### config.mk
export PLATFORM = sky130hd
export DESIGN_NAME = ucdl_queue
export DESIGN_NICKNAME = d
export VERILOG_FILES = /design/src/rtl/ucdl_pkg.sv /design/src/rtl/ucdl_queue.sv
export SDC_FILE = /design/constraint.sdc
export NUM_CORES = 1
export LEC_CHECK = 0
export BUFFER_PORTS_ARGS = -buffer_cell sky130_fd_sc_hd__buf_2
export CAP_MARGIN = 20
export CORE_MARGIN = 2
export CORE_UTILIZATION = 35
export DETAILED_ROUTE_END_ITERATION = 10
export GPL_ROUTABILITY_DRIVEN = 0
export PLACE_DENSITY = 0.6
export REMOVE_ABC_BUFFERS = 1
export SLEW_MARGIN = 20
export SYNTH_ARGS = -nofsm -noshare
export SYNTH_HDL_FRONTEND = slang
export SYNTH_SLANG_ARGS = --single-unit
export TNS_END_PERCENT = 20
### constraint.sdc
create_clock -name clk -period 3.04 [get_ports clk]
set_input_delay 0.456 -clock clk [delete_from_list [all_inputs] [get_ports clk]]
set_output_delay 0.456 -clock clk [all_outputs]
set_load 0.03 [all_outputs]
### src/rtl/ucdl_pkg.sv
package ucdl_pkg;

	localparam int FRAME_MAX_DEF = 64;
	localparam int MIN_FRAME = 6;
	localparam logic [7:0] HDR_OK = 8'h2C;
	localparam logic [7:0] TERM_BYTE = 8'h5B;

	localparam int WEIGHT_W = 17;
	localparam logic [WEIGHT_W-1:0] Q16_ONE = 17'd65536;
	localparam logic [WEIGHT_W-1:0] SMOOTH_RESET = 17'd60948;

	localparam int X_W = 16;
	localparam int Y_W = 8;

	localparam int CFG_IDX_W = 1;
	localparam logic [CFG_IDX_W-1:0] CFG_X_SMOOTH = 1'b0;
	localparam logic [CFG_IDX_W-1:0] CFG_Y_SMOOTH = 1'b1;

	localparam int QUEUE_DEPTH = 2;

	typedef enum logic [1:0] {
		ST_OK       = 2'd0,
		ST_BAD_HDR  = 2'd1,
		ST_OVERFLOW = 2'd2
	} status_t;

	// One frame event handed from the parser to the filter.
	typedef struct packed {
		status_t        status;
		logic [X_W-1:0] x_raw;
		logic [Y_W-1:0] y_raw;
	} frame_evt_t;

endpackage

### src/rtl/ucdl_queue.sv
module ucdl_queue (
	input  logic                 clk,
	input  logic                 arst_n,
	input  logic                 push,
	input  ucdl_pkg::frame_evt_t push_data,
	output logic                 full,
	input  logic                 pop,
	output logic                 head_valid,
	output ucdl_pkg::frame_evt_t head_data
);
	import ucdl_pkg::*;

	localparam int PW = $clog2(QUEUE_DEPTH);

	frame_evt_t              mem_q [QUEUE_DEPTH];
	logic [PW-1:0]           wr_ptr_q;
	logic [PW-1:0]           rd_ptr_q;
	logic [$clog2(QUEUE_DEPTH+1)-1:0] count_q;

	assign full       = (count_q == $bits(count_q)'(QUEUE_DEPTH));
	assign head_valid = (count_q != '0);
	assign head_data  = mem_q[rd_ptr_q];

	always_ff @(posedge clk or negedge arst_n) begin
		if (!arst_n) begin
			wr_ptr_q <= '0;
			rd_ptr_q <= '0;
			count_q  <= '0;
		end else begin
			if (push) begin
				wr_ptr_q <= (wr_ptr_q == PW'(QUEUE_DEPTH - 1)) ? '0 : wr_ptr_q + PW'(1);
			end
			if (pop) begin
				rd_ptr_q <= (rd_ptr_q == PW'(QUEUE_DEPTH - 1)) ? '0 : rd_ptr_q + PW'(1);
			end
			if (push && !pop) begin
				count_q <= count_q + $bits(count_q)'(1);
			end else if (pop && !push) begin
				count_q <= count_q - $bits(count_q)'(1);
			end
		end
	end

	always_ff @(posedge clk) begin
		if (push) begin
			mem_q[wr_ptr_q] <= push_data;
		end
	end

	a_count_bound: assert property (@(posedge clk) disable iff (!arst_n)
		count_q <= $bits(count_q)'(QUEUE_DEPTH))
		else $error("queue holds more entries than its depth");

	a_no_pop_empty: assert property (@(posedge clk) disable iff (!arst_n)
		pop |-> head_valid)
		else $error("pop from an empty queue");

	a_push_grows: assert property (@(posedge clk) disable iff (!arst_n)
		(push && !pop) |=> count_q == $past(count_q) + $bits(count_q)'(1))
		else $error("queue count did not follow a push");

endmodule

==> reports/metrics.json <==
{
  "floorplan": {
    "ios": 58,
    "die_width_um": 82.7,
    "core_sq_mm": 0.00596,
    "rows": 28,
    "floorplan.initialDensity": 0.364,
    "floorplan.die_area_sq_mm": 0.00683,
    "dieHeight_um": 82.7
  },
  "sta": {
    "setup_viol_count_final": 0,
    "rsz0062_at_grt": "no",
    "final_setup_skew_ns": 0.00790,
    "fmaxAchievable_mhz": 454,
    "timing.max_slew.rel_slack": 0.729,
    "timing.setup.tns_ns": 0,
    "finalWorstPathRequiredPeriod_ns": 2.20,
    "tightestPinTransition_ns": 0.406,
    "timing.final.crit_share": 0.724,
    "hold_viol": 0,
    "slew_violations": 0
  },
  "global_route": {
    "grt_max_degree": 27,
    "global_route.usage.met3": 0.0402,
    "grtUsageMet2": 0.185,
    "grt.busiest_layer": "met2",
    "grt_pass1_vias": 1090,
    "gr-usage-met1": 0.117,
    "grt.total_usage": 0.107,
    "first_pass_grt_wire_length_um": 5180,
    "antenna_found_initial": 0,
    "grt.overflow.total": 0
  },
  "clock_tree": {
    "clk_root_buffer_cell": "sky130_fd_sc_hd__clkbuf_8",
    "clkLatencyLatePin_ns": 0.30,
    "cts-resized-gates": 0,
    "numClockSinks": 56,
    "tritoncts_clock_tree": "done",
    "cts_max_level": 2,
    "cts_made_buffers": 5,
    "clk_path_buf_depth": 2,
    "clkTransAtPathRegs_ns": 0.09
  },
  "setup_path": {
    "cp_data_arrival_time_ns": 1.74,
    "crit_start_category": "flop",
    "worst-setup-path-type": "reg -> out",
    "maximum_fanout_along_the_worst_path": 23,
    "worstRegToRegCells": 2,
    "cp-end-kind": "output port",
    "worstReg2RegStart": "wr_ptr_q$_DFFE_PN0P_",
    "worst_ep_required_time_ns": 2.58,
    "worst-r2r-setup-slack_ns": 1.84,
    "regToRegEndpoint": "mem_q[1][7]$_DFFE_PP_"
  },
  "synthesis": {
    "syn_avg_cell_area_sq_um": 22.3,
    "synth_fa_ha_area_frac": 0.00578,
    "combinational_family_with_the_most_area_after_synthesis": "multiplexers",
    "yosysWarningCount": 0,
    "synth-seq-area-share": 0.767,
    "syn_inst": 97,
    "synth.area.mux_share": 0.168,
    "synth_area_sq_mm": 0.00217,
    "post_synth_xor_area_fraction": 0.0202,
    "synth-compound-area-share": 0,
    "synth_seq_cells": 56,
    "synthDistinctLibCells": 14,
    "synth_simple_gate_area_share": 0.0133
  },
  "place": {
    "dp.final_hpwl_um": 2400,
    "port_buffers": 57,
    "placed_area_sq_mm": 0.00252
  },
  "worst_hold_path": {
    "worst_hold_path_type": "in -> reg",
    "hold_end": "mem_q[1][2]$_DFFE_PP_",
    "hold-path-cell-count": 1,
    "min-delay-start": "push_data[2]"
  },
  "routing": {
    "wl_per_cell_um": 14.4,
    "postRouteWirelength_um": 3430,
    "dr_total_vias": 1044,
    "remaining_drc_errors": 0,
    "antenna_left": 0,
    "first_iter_violations": 93,
    "vias_per_cell": 4.39,
    "drt_first_pass_iters": 4
  },
  "final_layout": {
    "final_net_count": 193,
    "fin_area_sq_mm": 0.00261,
    "diodes": 0,
    "final_layout_size_suffix_gt1_frac": 0.577,
    "area_growth_from_synthesis_to_layout_pct": 20.6
  },
  "pwr": {
    "p_total_mw": 2.45,
    "power_per_cell_area_mw_per_mm2": 938,
    "max-vdd-ir-drop_mv": 0.518,
    "power_leakage_nw": 1.05
  },
  "run": {
    "maxCapViolations": 0
  },
  "run_status": {
    "result_of_the_run": "completed"
  }
}
[cell families (layout without fill, tap and decap cells)]
| family | count (synthesis) | in the layout |
|---|---|---|
| adders and majority gates | 1 | 1 |
| muxes | 26 | 26 |
| xor gates and xnor gates | 5 | 5 |
| DFF | 56 | 56 |
| and+or+nand+nor | 5 | 5 |
| buffers and inverters | 4 | 70 |
[registers in the layout, indices dropped and copies added, names as in the netlist]
| name | count |
|---|---|
| rd_ptr_q | 1 |
| mem_q | 52 |
| wr_ptr_q | 1 |
| count_q | 2 |
[power by group]
group / total [mW] / switching [mW] / internal [mW]
clock: 0.376 / 0.216 / 0.160
sequential: 1.09 / 0.0620 / 1.03
combinational: 0.985 / 0.597 / 0.389
[cells in the mapped netlist]
library cell | number | area share
sky130_fd_sc_hd__xnor2_1 | 1 | 0.0040
sky130_fd_sc_hd__edfxtp_1 | 52 | 0.72
sky130_fd_sc_hd__nor2b_1 | 2 | 0.0058
sky130_fd_sc_hd__mux2_2 | 7 | 0.036
sky130_fd_sc_hd__inv_1 | 1 | 0.0017
sky130_fd_sc_hd__buf_6 | 1 | 0.0052
sky130_fd_sc_hd__xor2_1 | 4 | 0.016
sky130_fd_sc_hd__nor2_1 | 1 | 0.0017
sky130_fd_sc_hd__mux2_4 | 19 | 0.13
sky130_fd_sc_hd__ha_1 | 1 | 0.0058
sky130_fd_sc_hd__or2_2 | 1 | 0.0029
sky130_fd_sc_hd__and2_1 | 1 | 0.0029
sky130_fd_sc_hd__buf_12 | 2 | 0.018
sky130_fd_sc_hd__dfrtp_1 | 4 | 0.046
[per-stage QoR]
step                std cells  hold WS [ns]  utilization  worst slack, ns
global route              238         0.318        0.439            0.723
detailed placement        229         0.265        0.423             1.15
CTS                       238         0.321        0.439            0.797
global placement          229         0.266        0.423             1.19
finish                    238         0.338        0.439            0.840
floorplan                  94         0.160            -            0.981
[cells in the final DEF (no fill, tap or decap), drive strengths merged]
cell type | netlist | routed
clkbuf | 0 | 6
dlygate4sd3 | 0 | 1
clkinv | 0 | 1
or2 | 1 | 1
xor2 | 4 | 4
ha | 1 | 1
nor2 | 1 | 1
edfxtp | 52 | 52
mux2 | 26 | 26
buf | 3 | 60
dfrtp | 4 | 4
inv | 1 | 1
xnor2 | 1 | 1
clkinvlp | 0 | 1
and2 | 1 | 1
nor2b | 2 | 2
[metal layers]
layer	vias to the layer above	part of all wire
li1	499	-
met1	500	0.38
met2	40	0.52
met3	5	0.077
met4	0	0.018
met5	-	0
[critical path: stages, from the launching register on]
cell and delay, ns:
sky130_fd_sc_hd__dfrtp_1 0.46, sky130_fd_sc_hd__buf_4 0.42, sky130_fd_sc_hd__mux2_2 0.38, sky130_fd_sc_hd__buf_2 0.18
[worst max-delay path by stage]
stage | from | endpoint | slack (ns) | depth (start not counted)
final | rd_ptr_q$_DFFE_PN0P_ | head_data[12] | 0.84 | 3
after CTS | rd_ptr_q$_DFFE_PN0P_ | head_data[12] | 0.80 | 3
after global placement | rd_ptr_q$_DFFE_PN0P_ | head_data[13] | 1.19 | 3
after floorplan | push | mem_q[0][0]$_DFFE_PP_ | 0.98 | 1
after global routing | rd_ptr_q$_DFFE_PN0P_ | head_data[6] | 0.72 | 3
after detailed placement | rd_ptr_q$_DFFE_PN0P_ | head_data[12] | 1.15 | 3
[timing repair]
item | in CTS | in global routing
hold endpoints to repair | 4 | 0
endpoints found under the setup margin | 0 | 0
setup buffers | 0 | 0
hold buffers | 1 | 0
[area by class of cell]
| cell class | count | area [sq um] |
|---|---|---|
| Sequential cell | 56 | 1660 |
| Inverter | 1 | 3.75 |
| Clock inverter | 2 | 11.3 |
| Multi-Input combinational cell | 37 | 452 |
| Tap cell | 75 | 93.8 |
| Timing Repair Buffer | 61 | 318 |
| Fill cell | 570 | 3340 |
| Clock buffer | 6 | 72.6 |
No activity file was read; power rests on OpenSTA's default activity.
