**src/rtl/ucdl_pkg.sv**
```systemverilog
package ucdl_pkg;

	localparam int FRAME_MAX_DEF = 64;
	localparam int MIN_FRAME = 6;
	localparam logic [7:0] HDR_OK = 8'h2C;
	localparam logic [7:0] TERM_BYTE = 8'h5B;

	localparam int WEIGHT_W = 17;
	localparam logic [WEIGHT_W-1:0] Q16_ONE = 17'd65536;
	localparam logic [WEIGHT_W-1:0] SMOOTH_RESET = 17'd60948;

	localparam int X_W = 16;
	localparam int Y_W = 8;

	localparam int CFG_IDX_W = 1;
	localparam logic [CFG_IDX_W-1:0] CFG_X_SMOOTH = 1'b0;
	localparam logic [CFG_IDX_W-1:0] CFG_Y_SMOOTH = 1'b1;

	localparam int QUEUE_DEPTH = 2;

	typedef enum logic [1:0] {
		ST_OK       = 2'd0,
		ST_BAD_HDR  = 2'd1,
		ST_OVERFLOW = 2'd2
	} status_t;

	// One frame event handed from the parser to the filter.
	typedef struct packed {
		status_t        status;
		logic [X_W-1:0] x_raw;
		logic [Y_W-1:0] y_raw;
	} frame_evt_t;

endpackage

```
**src/rtl/ucdl_front.sv**
```systemverilog
module ucdl_front #(
	parameter int FRAME_MAX = ucdl_pkg::FRAME_MAX_DEF
) (
	input  logic                clk,
	input  logic                arst_n,
	input  logic                byte_valid,
	input  logic [7:0]          byte_data,
	output logic                byte_ready,
	input  logic                evt_full,
	output logic                evt_push,
	output ucdl_pkg::frame_evt_t evt_data
);
	import ucdl_pkg::*;

	localparam int CW = $clog2(FRAME_MAX);

	logic [CW-1:0] count_q;
	logic [7:0]    header_q;
	logic [7:0]    x_high_q;
	logic [7:0]    x_low_q;
	logic [7:0]    y_raw_q;

	logic [CW:0] count_next;
	logic        accept;
	logic        is_term;
	logic        is_ovf;

	assign byte_ready = !evt_full;
	assign accept     = byte_valid && byte_ready;
	assign count_next = {1'b0, count_q} + (CW+1)'(1);
	assign is_term    = (count_next >= (CW+1)'(MIN_FRAME)) && (byte_data == TERM_BYTE);
	assign is_ovf     = !is_term && (count_next == (CW+1)'(FRAME_MAX));
	assign evt_push   = accept && (is_term || is_ovf);

	// The terminator sits at position five or later, so every kept byte is
	// already registered when the frame closes.
	always_comb begin
		evt_data.x_raw = {x_high_q, x_low_q};
		evt_data.y_raw = y_raw_q;
		if (!is_term) begin
			evt_data.status = ST_OVERFLOW;
		end else if (header_q == HDR_OK) begin
			evt_data.status = ST_OK;
		end else begin
			evt_data.status = ST_BAD_HDR;
		end
	end

	always_ff @(posedge clk or negedge arst_n) begin
		if (!arst_n) begin
			count_q <= '0;
		end else if (accept) begin
			if (is_term || is_ovf) begin
				count_q <= '0;
			end else begin
				count_q <= count_next[CW-1:0];
			end
		end
	end

	always_ff @(posedge clk) begin
		if (accept) begin
			if (count_q == CW'(0)) header_q <= byte_data;
			if (count_q == CW'(2)) x_high_q <= byte_data;
			if (count_q == CW'(3)) x_low_q  <= byte_data;
			if (count_q == CW'(4)) y_raw_q  <= byte_data;
		end
	end

	a_count_range: assert property (@(posedge clk) disable iff (!arst_n)
		{1'b0, count_q} < (CW+1)'(FRAME_MAX))
		else $error("frame count reached the frame limit");

	a_clear_after_evt: assert property (@(posedge clk) disable iff (!arst_n)
		evt_push |=> count_q == '0)
		else $error("frame count not cleared after a frame event");

	a_no_push_full: assert property (@(posedge clk) disable iff (!arst_n)
		evt_full |-> !evt_push)
		else $error("event pushed into a full queue");

endmodule

```
**config.mk**
```make
export PLATFORM = sky130hd
export DESIGN_NAME = ucdl_front
export DESIGN_NICKNAME = d
export VERILOG_FILES = /design/src/rtl/ucdl_pkg.sv /design/src/rtl/ucdl_front.sv
export SDC_FILE = /design/constraint.sdc
export NUM_CORES = 1
export LEC_CHECK = 0
export BUFFER_PORTS_ARGS = -buffer_cell sky130_fd_sc_hd__buf_2
export CAP_MARGIN = 20
export CORE_UTILIZATION = 45
export CTS_CLUSTER_DIAMETER = 50
export DETAILED_ROUTE_END_ITERATION = 12
export PLACE_DENSITY = 0.7
export SKIP_CTS_REPAIR_TIMING = 1
export SLEW_MARGIN = 20
export SYNTH_ARGS = -nofsm -noshare
export SYNTH_HDL_FRONTEND = slang
export SYNTH_SLANG_ARGS = --single-unit
export TNS_END_PERCENT = 30
```
**constraint.sdc**
```tcl
create_clock -name clk -period 5.28 [get_ports clk]
set_input_delay 1.056 -clock clk [delete_from_list [all_inputs] [get_ports clk]]
set_output_delay 1.056 -clock clk [all_outputs]
set_load 0.005 [all_outputs]
```
==> impl_results.html, run 1 <==
<table>
<tr><th>Metric</th><th>Value</th></tr>
<tr><th colspan="2">Setup path</th></tr>
<tr><td>Slack of the worst reg-to-reg path</td><td>between 3 and 4 ns</td></tr>
<tr><td>Critical R2R Launch</td><td>count_q[3]</td></tr>
<tr><td>Data arrival at the endpoint of the critical path</td><td>between 2 and 2.5 ns</td></tr>
<tr><td>Reg-to-Reg End</td><td>y_raw_q[1]</td></tr>
<tr><td>Data required time at the worst endpoint</td><td>between 4 and 5 ns</td></tr>
<tr><td>Cell Chain, Critical Path</td><td>buf_2 &gt; nor4bb_1 &gt; nand4_1 &gt; a21oi_1 &gt; inv_1 &gt; a41oi_1 &gt; buf_2</td></tr>
<tr><td>Critical Path Fanout Max</td><td>5</td></tr>
<tr><td>Kind of end point of the critical path</td><td>output pin</td></tr>
<tr><td>Worst setup path class</td><td>in2out</td></tr>
<tr><td>Crit path max-delay family</td><td>simple AND/OR/NAND/NOR gates</td></tr>
<tr><td>Most frequent CP cell</td><td>buf_2</td></tr>
<tr><td>Worst Reg-to-Reg Cells</td><td>2</td></tr>
<tr><td>Combined buffer and inverter count along the critical path</td><td>3</td></tr>
<tr><td>Type of origin of the critical path</td><td>input port</td></tr>
<tr><td>Worst path slowest cell</td><td>nor4bb_1</td></tr>
<tr><td>Slowest Stage Delay on Critical Path</td><td>approximately 0.33 ns</td></tr>
<tr><th colspan="2">Die</th></tr>
<tr><td>Die extent in x</td><td>a little under 60 um</td></tr>
<tr><td>Die Height</td><td>59.4 um</td></tr>
<tr><td>Area of the die</td><td>between 3000 and 4000 um2</td></tr>
<tr><td>Effective utilization at floorplan</td><td>0.481</td></tr>
<tr><td>Floorplan core area</td><td>3080 um2</td></tr>
<tr><td>Rows</td><td>20</td></tr>
<tr><td>I/O pins</td><td>40</td></tr>
<tr><th colspan="2">Job</th></tr>
<tr><td>Max-capacitance violation count</td><td>0</td></tr>
<tr><th colspan="2">Power</th></tr>
<tr><td>Proportion of power drawn by the clock network</td><td>0.247</td></tr>
<tr><td>Switching share of power</td><td>0.287</td></tr>
<tr><td>Pwr dens</td><td>around 330 nW/um2</td></tr>
<tr><td>Proportion of power drawn by flip-flops and latches</td><td>0.624</td></tr>
<tr><td>Peak VDD IR</td><td>0.192 mV</td></tr>
<tr><td>Fraction of power consumed by combinational cells</td><td>0.129</td></tr>
<tr><td>Psw</td><td>between 0.15 and 0.2 mW</td></tr>
<tr><td>Cell-internal power</td><td>0.422 mW</td></tr>
<tr><td>Leak</td><td>between 0.6 and 0.7 nW</td></tr>
<tr><td>Total Power</td><td>a little under 0.6 mW</td></tr>
<tr><th colspan="2">Synthesis</th></tr>
<tr><td>Synthesized area per cell</td><td>15.3 um2</td></tr>
<tr><td>Share of the synthesized area in the top cell type</td><td>0.649</td></tr>
<tr><td>Sequential share of the synthesized area</td><td>0.750</td></tr>
<tr><td>Yosys synthesis warning count</td><td>0</td></tr>
<tr><td>Top area cells in the synthesized netlist</td><td>edfxtp_1 65%, dfrtp_1 10%, ha_1 3.4%</td></tr>
<tr><td>Post-synthesis sequential element count</td><td>38</td></tr>
<tr><td>Netlist area before placement</td><td>between 1000 and 1500 um2</td></tr>
<tr><td>Post-synthesis cell count</td><td>97</td></tr>
<tr><td>Yosys cell types</td><td>31</td></tr>
<tr><td>Cell accounting for the most synthesized area</td><td>edfxtp_1</td></tr>
<tr><td>Synthesized netlist net count</td><td>113</td></tr>
<tr><th colspan="2">Place</th></tr>
<tr><td>Placed cell count</td><td>~180</td></tr>
<tr><td>Routability cong.</td><td>approximately 0.76</td></tr>
<tr><td>Buffers on Ports</td><td>39</td></tr>
<tr><td>Placed cell areas</td><td>1720 um2</td></tr>
<tr><td>Placed wire-length estimate after detailed placement</td><td>between 1.5 and 2 mm</td></tr>
<tr><th colspan="2">Clock network</th></tr>
<tr><td>Clock-pin slew of the registers on the worst-case setup and hold paths</td><td>0.11 ns</td></tr>
<tr><td>Number of sinks handled by clock tree synthesis</td><td>38</td></tr>
<tr><td>Number of levels in the clock H-tree</td><td>2</td></tr>
<tr><td>CTS tree</td><td>built</td></tr>
<tr><td>Clock latency reported for the late side of the worst-skew pair</td><td>roughly 0.34 ns</td></tr>
<tr><td>Clock Root Buffer</td><td>clkbuf_4</td></tr>
<tr><td>Cts bufs inserted</td><td>5</td></tr>
<tr><td>Number of buffers on the longest clock path</td><td>2</td></tr>
<tr><th colspan="2">Final layout</th></tr>
<tr><td>Layout overhead on the synthesized area</td><td>19.6%</td></tr>
<tr><td>Post-layout instance count excluding filler cells</td><td>185</td></tr>
<tr><td>Fillers</td><td>256</td></tr>
<tr><td>Fraction of layout instances using a drive strength above 1</td><td>0.333</td></tr>
<tr><td>Antenna diode count</td><td>0</td></tr>
<tr><td>Final net count</td><td>approximately 160</td></tr>
<tr><td>Non-Filler Cell Area, Final</td><td>1770 um2</td></tr>
<tr><th colspan="2">STA</th></tr>
<tr><td>Tmin final</td><td>between 3 and 4 ns</td></tr>
<tr><td>Final Cycle Share</td><td>0.639</td></tr>
<tr><td>Achievable Freq</td><td>approximately 300 MHz</td></tr>
<tr><td>Slew headroom</td><td>0.487</td></tr>
<tr><td>Min Hold Slack</td><td>roughly 0.52 ns</td></tr>
<tr><td>Final count of pins violating max slew</td><td>0</td></tr>
<tr><td>Aggregate negative setup slack</td><td>0 ns</td></tr>
<tr><td>Worst setup skew after layout</td><td>0.00302 ns</td></tr>
<tr><td>Least-Margin Pin Slew</td><td>between 0.7 and 0.8 ns</td></tr>
<tr><td>Total count of hold-check failures in the final report</td><td>0</td></tr>
<tr><td>Setup Viol. Count Final</td><td>0</td></tr>
<tr><td>Unrepaired setup endpoints after global routing</td><td>no</td></tr>
<tr><th colspan="2">Global route</th></tr>
<tr><td>Global-route wire length before repair</td><td>between 4 and 5 mm</td></tr>
<tr><td>Largest net degree at the start of global routing</td><td>13</td></tr>
<tr><td>Congestion Overflow GR</td><td>0</td></tr>
<tr><td>GRT Resource Usage Total</td><td>0.179</td></tr>
<tr><td>Initial antenna violation count</td><td>0</td></tr>
<tr><td>Number of global-route vias before repair</td><td>approximately 900</td></tr>
<tr><th colspan="2">Drt</th></tr>
<tr><td>Number of detailed-route iterations in the first pass</td><td>4</td></tr>
<tr><td>DRC</td><td>0</td></tr>
<tr><td>Detailed Route Iter0 Violations</td><td>24</td></tr>
<tr><td>DR vias</td><td>around 960</td></tr>
<tr><td>Drt total wl</td><td>around 2.7 mm</td></tr>
<tr><td>Vias/cell</td><td>between 5 and 6</td></tr>
<tr><td>Drt wl/cell</td><td>approximately 14 um</td></tr>
<tr><td>Post-route antenna net violation count</td><td>0</td></tr>
<tr><th colspan="2">Status</th></tr>
<tr><td>Result of the run</td><td>completed</td></tr>
<tr><th colspan="2">Worst hold path</th></tr>
<tr><td>Class of the tightest hold or removal check</td><td>in2async</td></tr>
</table>
cell usage in the layout (no fill, tap or decap), types with 2 or more instances in the layout:
cell type / netlist / final
a21oi_1: 5 / 5
clkbuf_4: 0 / 5
inv_1: 5 / 5
buf_2: 1 / 39
nand2_1: 7 / 7
and2_1: 3 / 3
dfrtp_1: 6 / 6
or4_1: 2 / 2
o21ai_0: 3 / 3
nor3_1: 2 / 2
nand3_1: 4 / 4
ha_1: 4 / 4
edfxtp_1: 32 / 32
nor2_1: 5 / 5
power by group through the flow:
stage,Clock [mW],Combinational (mW),Sequential (mW)
5_1_grt,0.158,0.0907,0.374
3_5_place_dp,0,0.0762,0.375
6_report,0.146,0.0765,0.369
4_1_cts,0.147,0.0770,0.368
2_1_floorplan,0,0.0673,0.359
3_3_place_gp,0,0.0720,0.374
cells in the mapped netlist:
| cell type | n |
|---|---|
| a311o_1 | 1 |
| clkbuf_2 | 1 |
| clkbuf_1 | 1 |
| mux2i_1 | 1 |
| nand2b_1 | 1 |
| nand4_1 | 1 |
| nor4bb_1 | 1 |
| xor2_1 | 1 |
| nand3_1 | 4 |
| and3_1 | 1 |
| nor2_1 | 5 |
| o21ai_0 | 3 |
| and2_1 | 3 |
| o31ai_1 | 1 |
| or4_1 | 2 |
| buf_2 | 1 |
| nor4b_1 | 1 |
| nand2_1 | 7 |
| or3b_1 | 1 |
| and4_1 | 1 |
| nor3_1 | 2 |
| o22a_1 | 1 |
| a41oi_1 | 1 |
| a221oi_2 | 1 |
| ha_1 | 4 |
| a21oi_1 | 5 |
| edfxtp_1 | 32 |
| dfrtp_1 | 6 |
| nor2b_1 | 1 |
| inv_1 | 5 |
| o41ai_1 | 1 |
cells by family (layout without fill, tap and decap cells):
family                   count (synthesis)  count (layout)  share of synthesized area
AO/OA/AOI/OAI                           14              14                     0.0667
XOR/XNOR                                 1               1                    0.00591
adder cells (fa/ha/maj)                  4               4                     0.0338
buffers and inverters                    8              52                     0.0220
flip-flops                              38              38                      0.750
multiplexers                             1               1                    0.00676
AND/OR/NAND/NOR                         31              31                      0.115
metrics by stage:
| step | utilization | setup WS, ns |
|---|---|---|
| 3_3_place_gp | 0.558 | 1.89 |
| 6_report | 0.576 | 1.91 |
| 2_1_floorplan | - | 2.25 |
| 3_5_place_dp | 0.558 | 1.89 |
| 5_1_grt | 0.576 | 1.71 |
| 4_1_cts | 0.576 | 1.89 |
worst reg2reg max path, cell delays in order, from the launching register on:
cell and delay [ns]:
dfrtp_1 0.47, or4_1 0.57, nor2_1 0.62
sequential cells by signal (all words and copies together), names as in the netlist:
register / count
y_raw_q: 8
x_high_q: 8
header_q: 8
x_low_q: 8
count_q: 6
worst max-delay path by stage:
stage | from | end | slack [ns] | cells past startpoint
floorplan | byte_data[5] | evt_data[24] | 2.25 | 5
global placement | byte_data[5] | evt_data[24] | 1.89 | 7
detailed placement | byte_data[5] | evt_data[24] | 1.89 | 7
CTS | byte_data[5] | evt_data[24] | 1.89 | 7
global route | byte_data[6] | evt_data[24] | 1.71 | 7
finish | byte_data[5] | evt_data[24] | 1.91 | 7
metal layers:
metal / share of wire / track usage / up-vias
met3: 0.075 / 0.0524 / 6
met1: 0.44 / 0.224 / 460
met4: 0.023 / 0.102 / 0
li1: - / - / 450
met2: 0.46 / 0.276 / 43
met5: 0 / 0 / -
layout make-up:
type                            count  area (um2)  area share
Inverter                            5        18.8      0.0106
Clock inverter                      3        16.3     0.00918
Multi-Input combinational cell     51         338       0.191
Tap cell                           44        55.1      0.0311
Timing Repair Buffer               39         195       0.110
Clock buffer                        5        37.5      0.0212
Sequential cell                    38        1110       0.627
Note: power is estimated with default switching activity, not from simulation.
==> run 2: changes to the inputs <==
ABC_AREA = 1   (was default)
clock period = 3.5 ns   (was 5.28 ns; I/O delays follow)
==> impl_results.html, run 2 <==
<table>
<tr><th>Metric</th><th>Value</th></tr>
<tr><th colspan="2">Status</th></tr>
<tr><td>Result of the run</td><td>completed</td></tr>
<tr><th colspan="2">STA</th></tr>
<tr><td>Final count of pins violating max slew</td><td>0 (unchanged)</td></tr>
<tr><td>Final setup margin</td><td>0.819 ns (-1.09 ns)</td></tr>
<tr><td>Least-Margin Pin Slew</td><td>0.767 ns (+0.000851 ns)</td></tr>
<tr><td>Aggregate negative setup slack</td><td>0 ns (unchanged)</td></tr>
<tr><td>Total count of hold-check failures in the final report</td><td>0 (unchanged)</td></tr>
<tr><td>Slew headroom</td><td>0.486 (-0.000569)</td></tr>
<tr><td>Setup Viol. Count Final</td><td>0 (unchanged)</td></tr>
<tr><td>Achievable Freq</td><td>373 MHz</td></tr>
<tr><td>Unrepaired setup endpoints after global routing</td><td>no</td></tr>
<tr><td>Final Cycle Share</td><td>0.766</td></tr>
<tr><td>Worst setup skew after layout</td><td>0.00381 ns (+0.000793 ns)</td></tr>
<tr><td>Tmin final</td><td>about 2.7 ns</td></tr>
<tr><th colspan="2">Setup path</th></tr>
<tr><td>Data required time at the worst endpoint</td><td>2.80 ns (-1.42 ns)</td></tr>
<tr><td>Cell Chain, Critical Path</td><td>ha_1 &gt; nand2_1 &gt; nor2_1 &gt; nand2_1 &gt; nand2_1 &gt; nor2_2 &gt; nand3_2 &gt; nand2_4 &gt; a21oi_1 &gt; buf_2</td></tr>
<tr><td>Critical R2R Launch</td><td>count_q[0]</td></tr>
<tr><td>Worst setup path class</td><td>reg2out</td></tr>
<tr><td>Most frequent CP cell</td><td>nand2_1</td></tr>
<tr><td>Data arrival at the endpoint of the critical path</td><td>1.98 ns (-0.34 ns)</td></tr>
<tr><td>Critical Path Fanout Max</td><td>6 (+1)</td></tr>
<tr><td>Slack of the worst reg-to-reg path</td><td>1.73 ns (-1.53 ns)</td></tr>
<tr><td>Worst setup path startpoint</td><td>count_q[0]</td></tr>
<tr><td>Kind of end point of the critical path</td><td>output pin</td></tr>
<tr><td>Type of origin of the critical path</td><td>register</td></tr>
<tr><td>Slowest Stage Delay on Critical Path</td><td>0.48 ns (+0.15 ns)</td></tr>
<tr><td>Worst path slowest cell</td><td>dfrtp_1</td></tr>
<tr><th colspan="2">Die</th></tr>
<tr><td>Area of the die</td><td>3700 um2 (+4.8%)</td></tr>
<tr><td>Floorplan core area</td><td>3150 um2 (+2.4%)</td></tr>
<tr><td>I/O pins</td><td>40 (unchanged)</td></tr>
<tr><td>Rows</td><td>20 (unchanged)</td></tr>
<tr><td>Die extent in x</td><td>60.8 um (+2.4%)</td></tr>
<tr><td>Die Height</td><td>60.8 um (+2.4%)</td></tr>
<tr><td>Effective utilization at floorplan</td><td>0.493 (+0.0120)</td></tr>
<tr><th colspan="2">Clock network</th></tr>
<tr><td>Number of sinks handled by clock tree synthesis</td><td>38 (unchanged)</td></tr>
<tr><td>Number of levels in the clock H-tree</td><td>2 (unchanged)</td></tr>
<tr><td>Clock latency reported for the late side of the worst-skew pair</td><td>0.34 ns (about the same)</td></tr>
<tr><td>Number of buffers on the longest clock path</td><td>2 (unchanged)</td></tr>
<tr><td>Clock Root Buffer</td><td>clkbuf_4</td></tr>
<tr><td>Cts bufs inserted</td><td>5 (unchanged)</td></tr>
<tr><td>CTS tree</td><td>built</td></tr>
<tr><td>Clock-pin slew of the registers on the worst-case setup and hold paths</td><td>0.11 ns (about the same)</td></tr>
<tr><th colspan="2">Synthesis</th></tr>
<tr><td>Synthesized netlist net count</td><td>136 (+20%)</td></tr>
<tr><td>Share of the synthesized area in the top cell type</td><td>0.618 (-0.0308)</td></tr>
<tr><td>Post-synthesis sequential element count</td><td>38 (unchanged)</td></tr>
<tr><td>Most used flip-flop cell after synthesis</td><td>edfxtp_1</td></tr>
<tr><td>Sequential share of the synthesized area</td><td>0.714 (-0.0356)</td></tr>
<tr><td>Post-synthesis cell count</td><td>120 (+24%)</td></tr>
<tr><td>Most frequently used cell type in the post-synthesis netlist</td><td>edfxtp_1</td></tr>
<tr><td>Post-synth EDFFs</td><td>32 (unchanged)</td></tr>
<tr><td>Async SR Flop Fraction</td><td>0.158 (unchanged)</td></tr>
<tr><td>Top area cells in the synthesized netlist</td><td>edfxtp_1 62%, dfrtp_1 9.7%, nand2_1 4.8%</td></tr>
<tr><td>Cell types with the highest counts after synthesis</td><td>32 x edfxtp_1, 20 x nand2_1, 16 x inv_1</td></tr>
<tr><td>Yosys cell types</td><td>20 (-35%)</td></tr>
<tr><td>Netlist area before placement</td><td>1560 um2 (+5.0%)</td></tr>
<tr><td>Synthesized area per cell</td><td>13.0 um2 (-15%)</td></tr>
<tr><td>Cell accounting for the most synthesized area</td><td>edfxtp_1</td></tr>
<tr><td>Yosys synthesis warning count</td><td>0 (unchanged)</td></tr>
<tr><th colspan="2">Power</th></tr>
<tr><td>Leak</td><td>0.809 nW (+18%)</td></tr>
<tr><td>Pwr dens</td><td>596 nW/um2 (+78%)</td></tr>
<tr><td>Peak VDD IR</td><td>0.276 mV (+44%)</td></tr>
<tr><th colspan="2">Place</th></tr>
<tr><td>Buffers on Ports</td><td>39 (unchanged)</td></tr>
<tr><td>Placed wire-length estimate after detailed placement</td><td>2.00 mm (+5.0%)</td></tr>
<tr><td>Routability cong.</td><td>0.987 (+30%)</td></tr>
<tr><td>Pre-CTS WS</td><td>0.954 ns (-0.935 ns)</td></tr>
<tr><th colspan="2">Drt</th></tr>
<tr><td>Drt total wl</td><td>2.74 mm (+2.4%)</td></tr>
<tr><td>Post-route antenna net violation count</td><td>0 (unchanged)</td></tr>
<tr><td>DR vias</td><td>1025 (+6.9%)</td></tr>
<tr><td>Number of detailed-route iterations in the first pass</td><td>4 (unchanged)</td></tr>
<tr><td>Drt wl/cell</td><td>13.0 um (-10%)</td></tr>
<tr><td>DRC</td><td>0 (unchanged)</td></tr>
<tr><td>Detailed Route Iter0 Violations</td><td>63 (+160%)</td></tr>
<tr><td>Vias/cell</td><td>4.86 (-6.3%)</td></tr>
<tr><th colspan="2">Global route</th></tr>
<tr><td>Largest net degree at the start of global routing</td><td>13 (unchanged)</td></tr>
<tr><td>Initial antenna violation count</td><td>0 (unchanged)</td></tr>
<tr><td>Global-route wire length before repair</td><td>4.51 mm (+6.9%)</td></tr>
<tr><td>Number of global-route vias before repair</td><td>979 (+12%)</td></tr>
<tr><td>GRT Resource Usage Total</td><td>0.174 (-0.00456)</td></tr>
<tr><td>Congestion Overflow GR</td><td>0 (unchanged)</td></tr>
<tr><th colspan="2">Job</th></tr>
<tr><td>Max-capacitance violation count</td><td>0 (unchanged)</td></tr>
<tr><th colspan="2">Final layout</th></tr>
<tr><td>Fraction of layout instances using a drive strength above 1</td><td>0.359 (+0.0259)</td></tr>
<tr><td>Commonest non-fill, non-tap cell in the layout</td><td>buf_2</td></tr>
<tr><td>Final net count</td><td>182 (+17%)</td></tr>
<tr><td>Commonest cells after routing, fill and taps aside</td><td>39 x buf_2, 32 x edfxtp_1, 20 x nand2_1</td></tr>
<tr><td>Layout overhead on the synthesized area</td><td>22.8%</td></tr>
<tr><td>Antenna diode count</td><td>0 (unchanged)</td></tr>
<tr><th colspan="2">Worst hold path</th></tr>
<tr><td>Class of the tightest hold or removal check</td><td>in2async</td></tr>
</table>
## run 2: changes by cell type after synthesis, sizes merged, moves of 3 or more
cell   before  now
nand2       7   24
nor2        5   10
a21oi       5    9
inv         5   16
and2        3    0
## run 2: logic make-up (layout without fill, tap and decap cells)
group / after synthesis / count (layout) / synth area share
AND/OR/NAND/NOR: 47 / 47 / 0.154
AO/OA/AOI/OAI: 14 / 14 / 0.0579
flip-flops: 38 / 38 / 0.714
buffers and inverters: 17 / 64 / 0.0418
adder cells (fa/ha/maj): 4 / 4 / 0.0322
## run 2: report_power, final
| part | internal (mW) | total, mW | switching (mW) |
|---|---|---|---|
| Combinational | 0.0738 | 0.198 | 0.125 |
| Clock | 0.220 | 0.362 | 0.142 |
| Sequential | 0.532 | 0.577 | 0.0450 |
| Total | 0.826 | 1.14 | 0.311 |
## run 2: layer usage
metal  vias to the layer above  routed length, um  track usage
met5                         -                  0            0
met4                         0                 31       0.0682
met3                         4                209       0.0533
met2                        41               1270        0.272
met1                       474               1230        0.229
li1                        506                  -            -
## run 2: worst paths after layout
check	cells past startpoint	to
worst max register to register	4	x_high_q[7]
worst max-delay path	10	evt_push
worst min-delay path	1	count_q[3]
worst min register to register	2	count_q[5]
min in group clk	1	x_low_q[2]
max in group asynchronous	1	count_q[5]
## run 2: cell type report
type / count / area [um2]
clock buffer: 5 / 37.5
clock inverter: 3 / 63.8
fill: 260 / 1240
inverter: 16 / 60.1
multi-input combinational: 65 / 379
sequential: 38 / 1110
tap: 44 / 55.1
timing repair buffer: 40 / 203
## run 2: stage by stage
stage	hold slack (ns)	std cells	power, mW	area (um2)	util
6_report	0.156	211	1.14	1910	0.606
5_1_grt	0.143	211	1.20	1910	0.606
4_1_cts	0.143	211	1.15	1910	0.606
3_5_place_dp	0.531	203	0.786	1810	0.573
3_3_place_gp	0.526	203	0.782	1810	0.573
2_1_floorplan	0.404	120	0.727	1560	-
## run 2: worst max-delay path, delay by kind of cell (launching register included)
family                   cells  cell delay (ns)
flip-flops                   1             0.48
buffers and inverters        1             0.13
AO/OA/AOI/OAI                1             0.16
adder cells (fa/ha/maj)      1             0.26
AND/OR/NAND/NOR              7             0.60
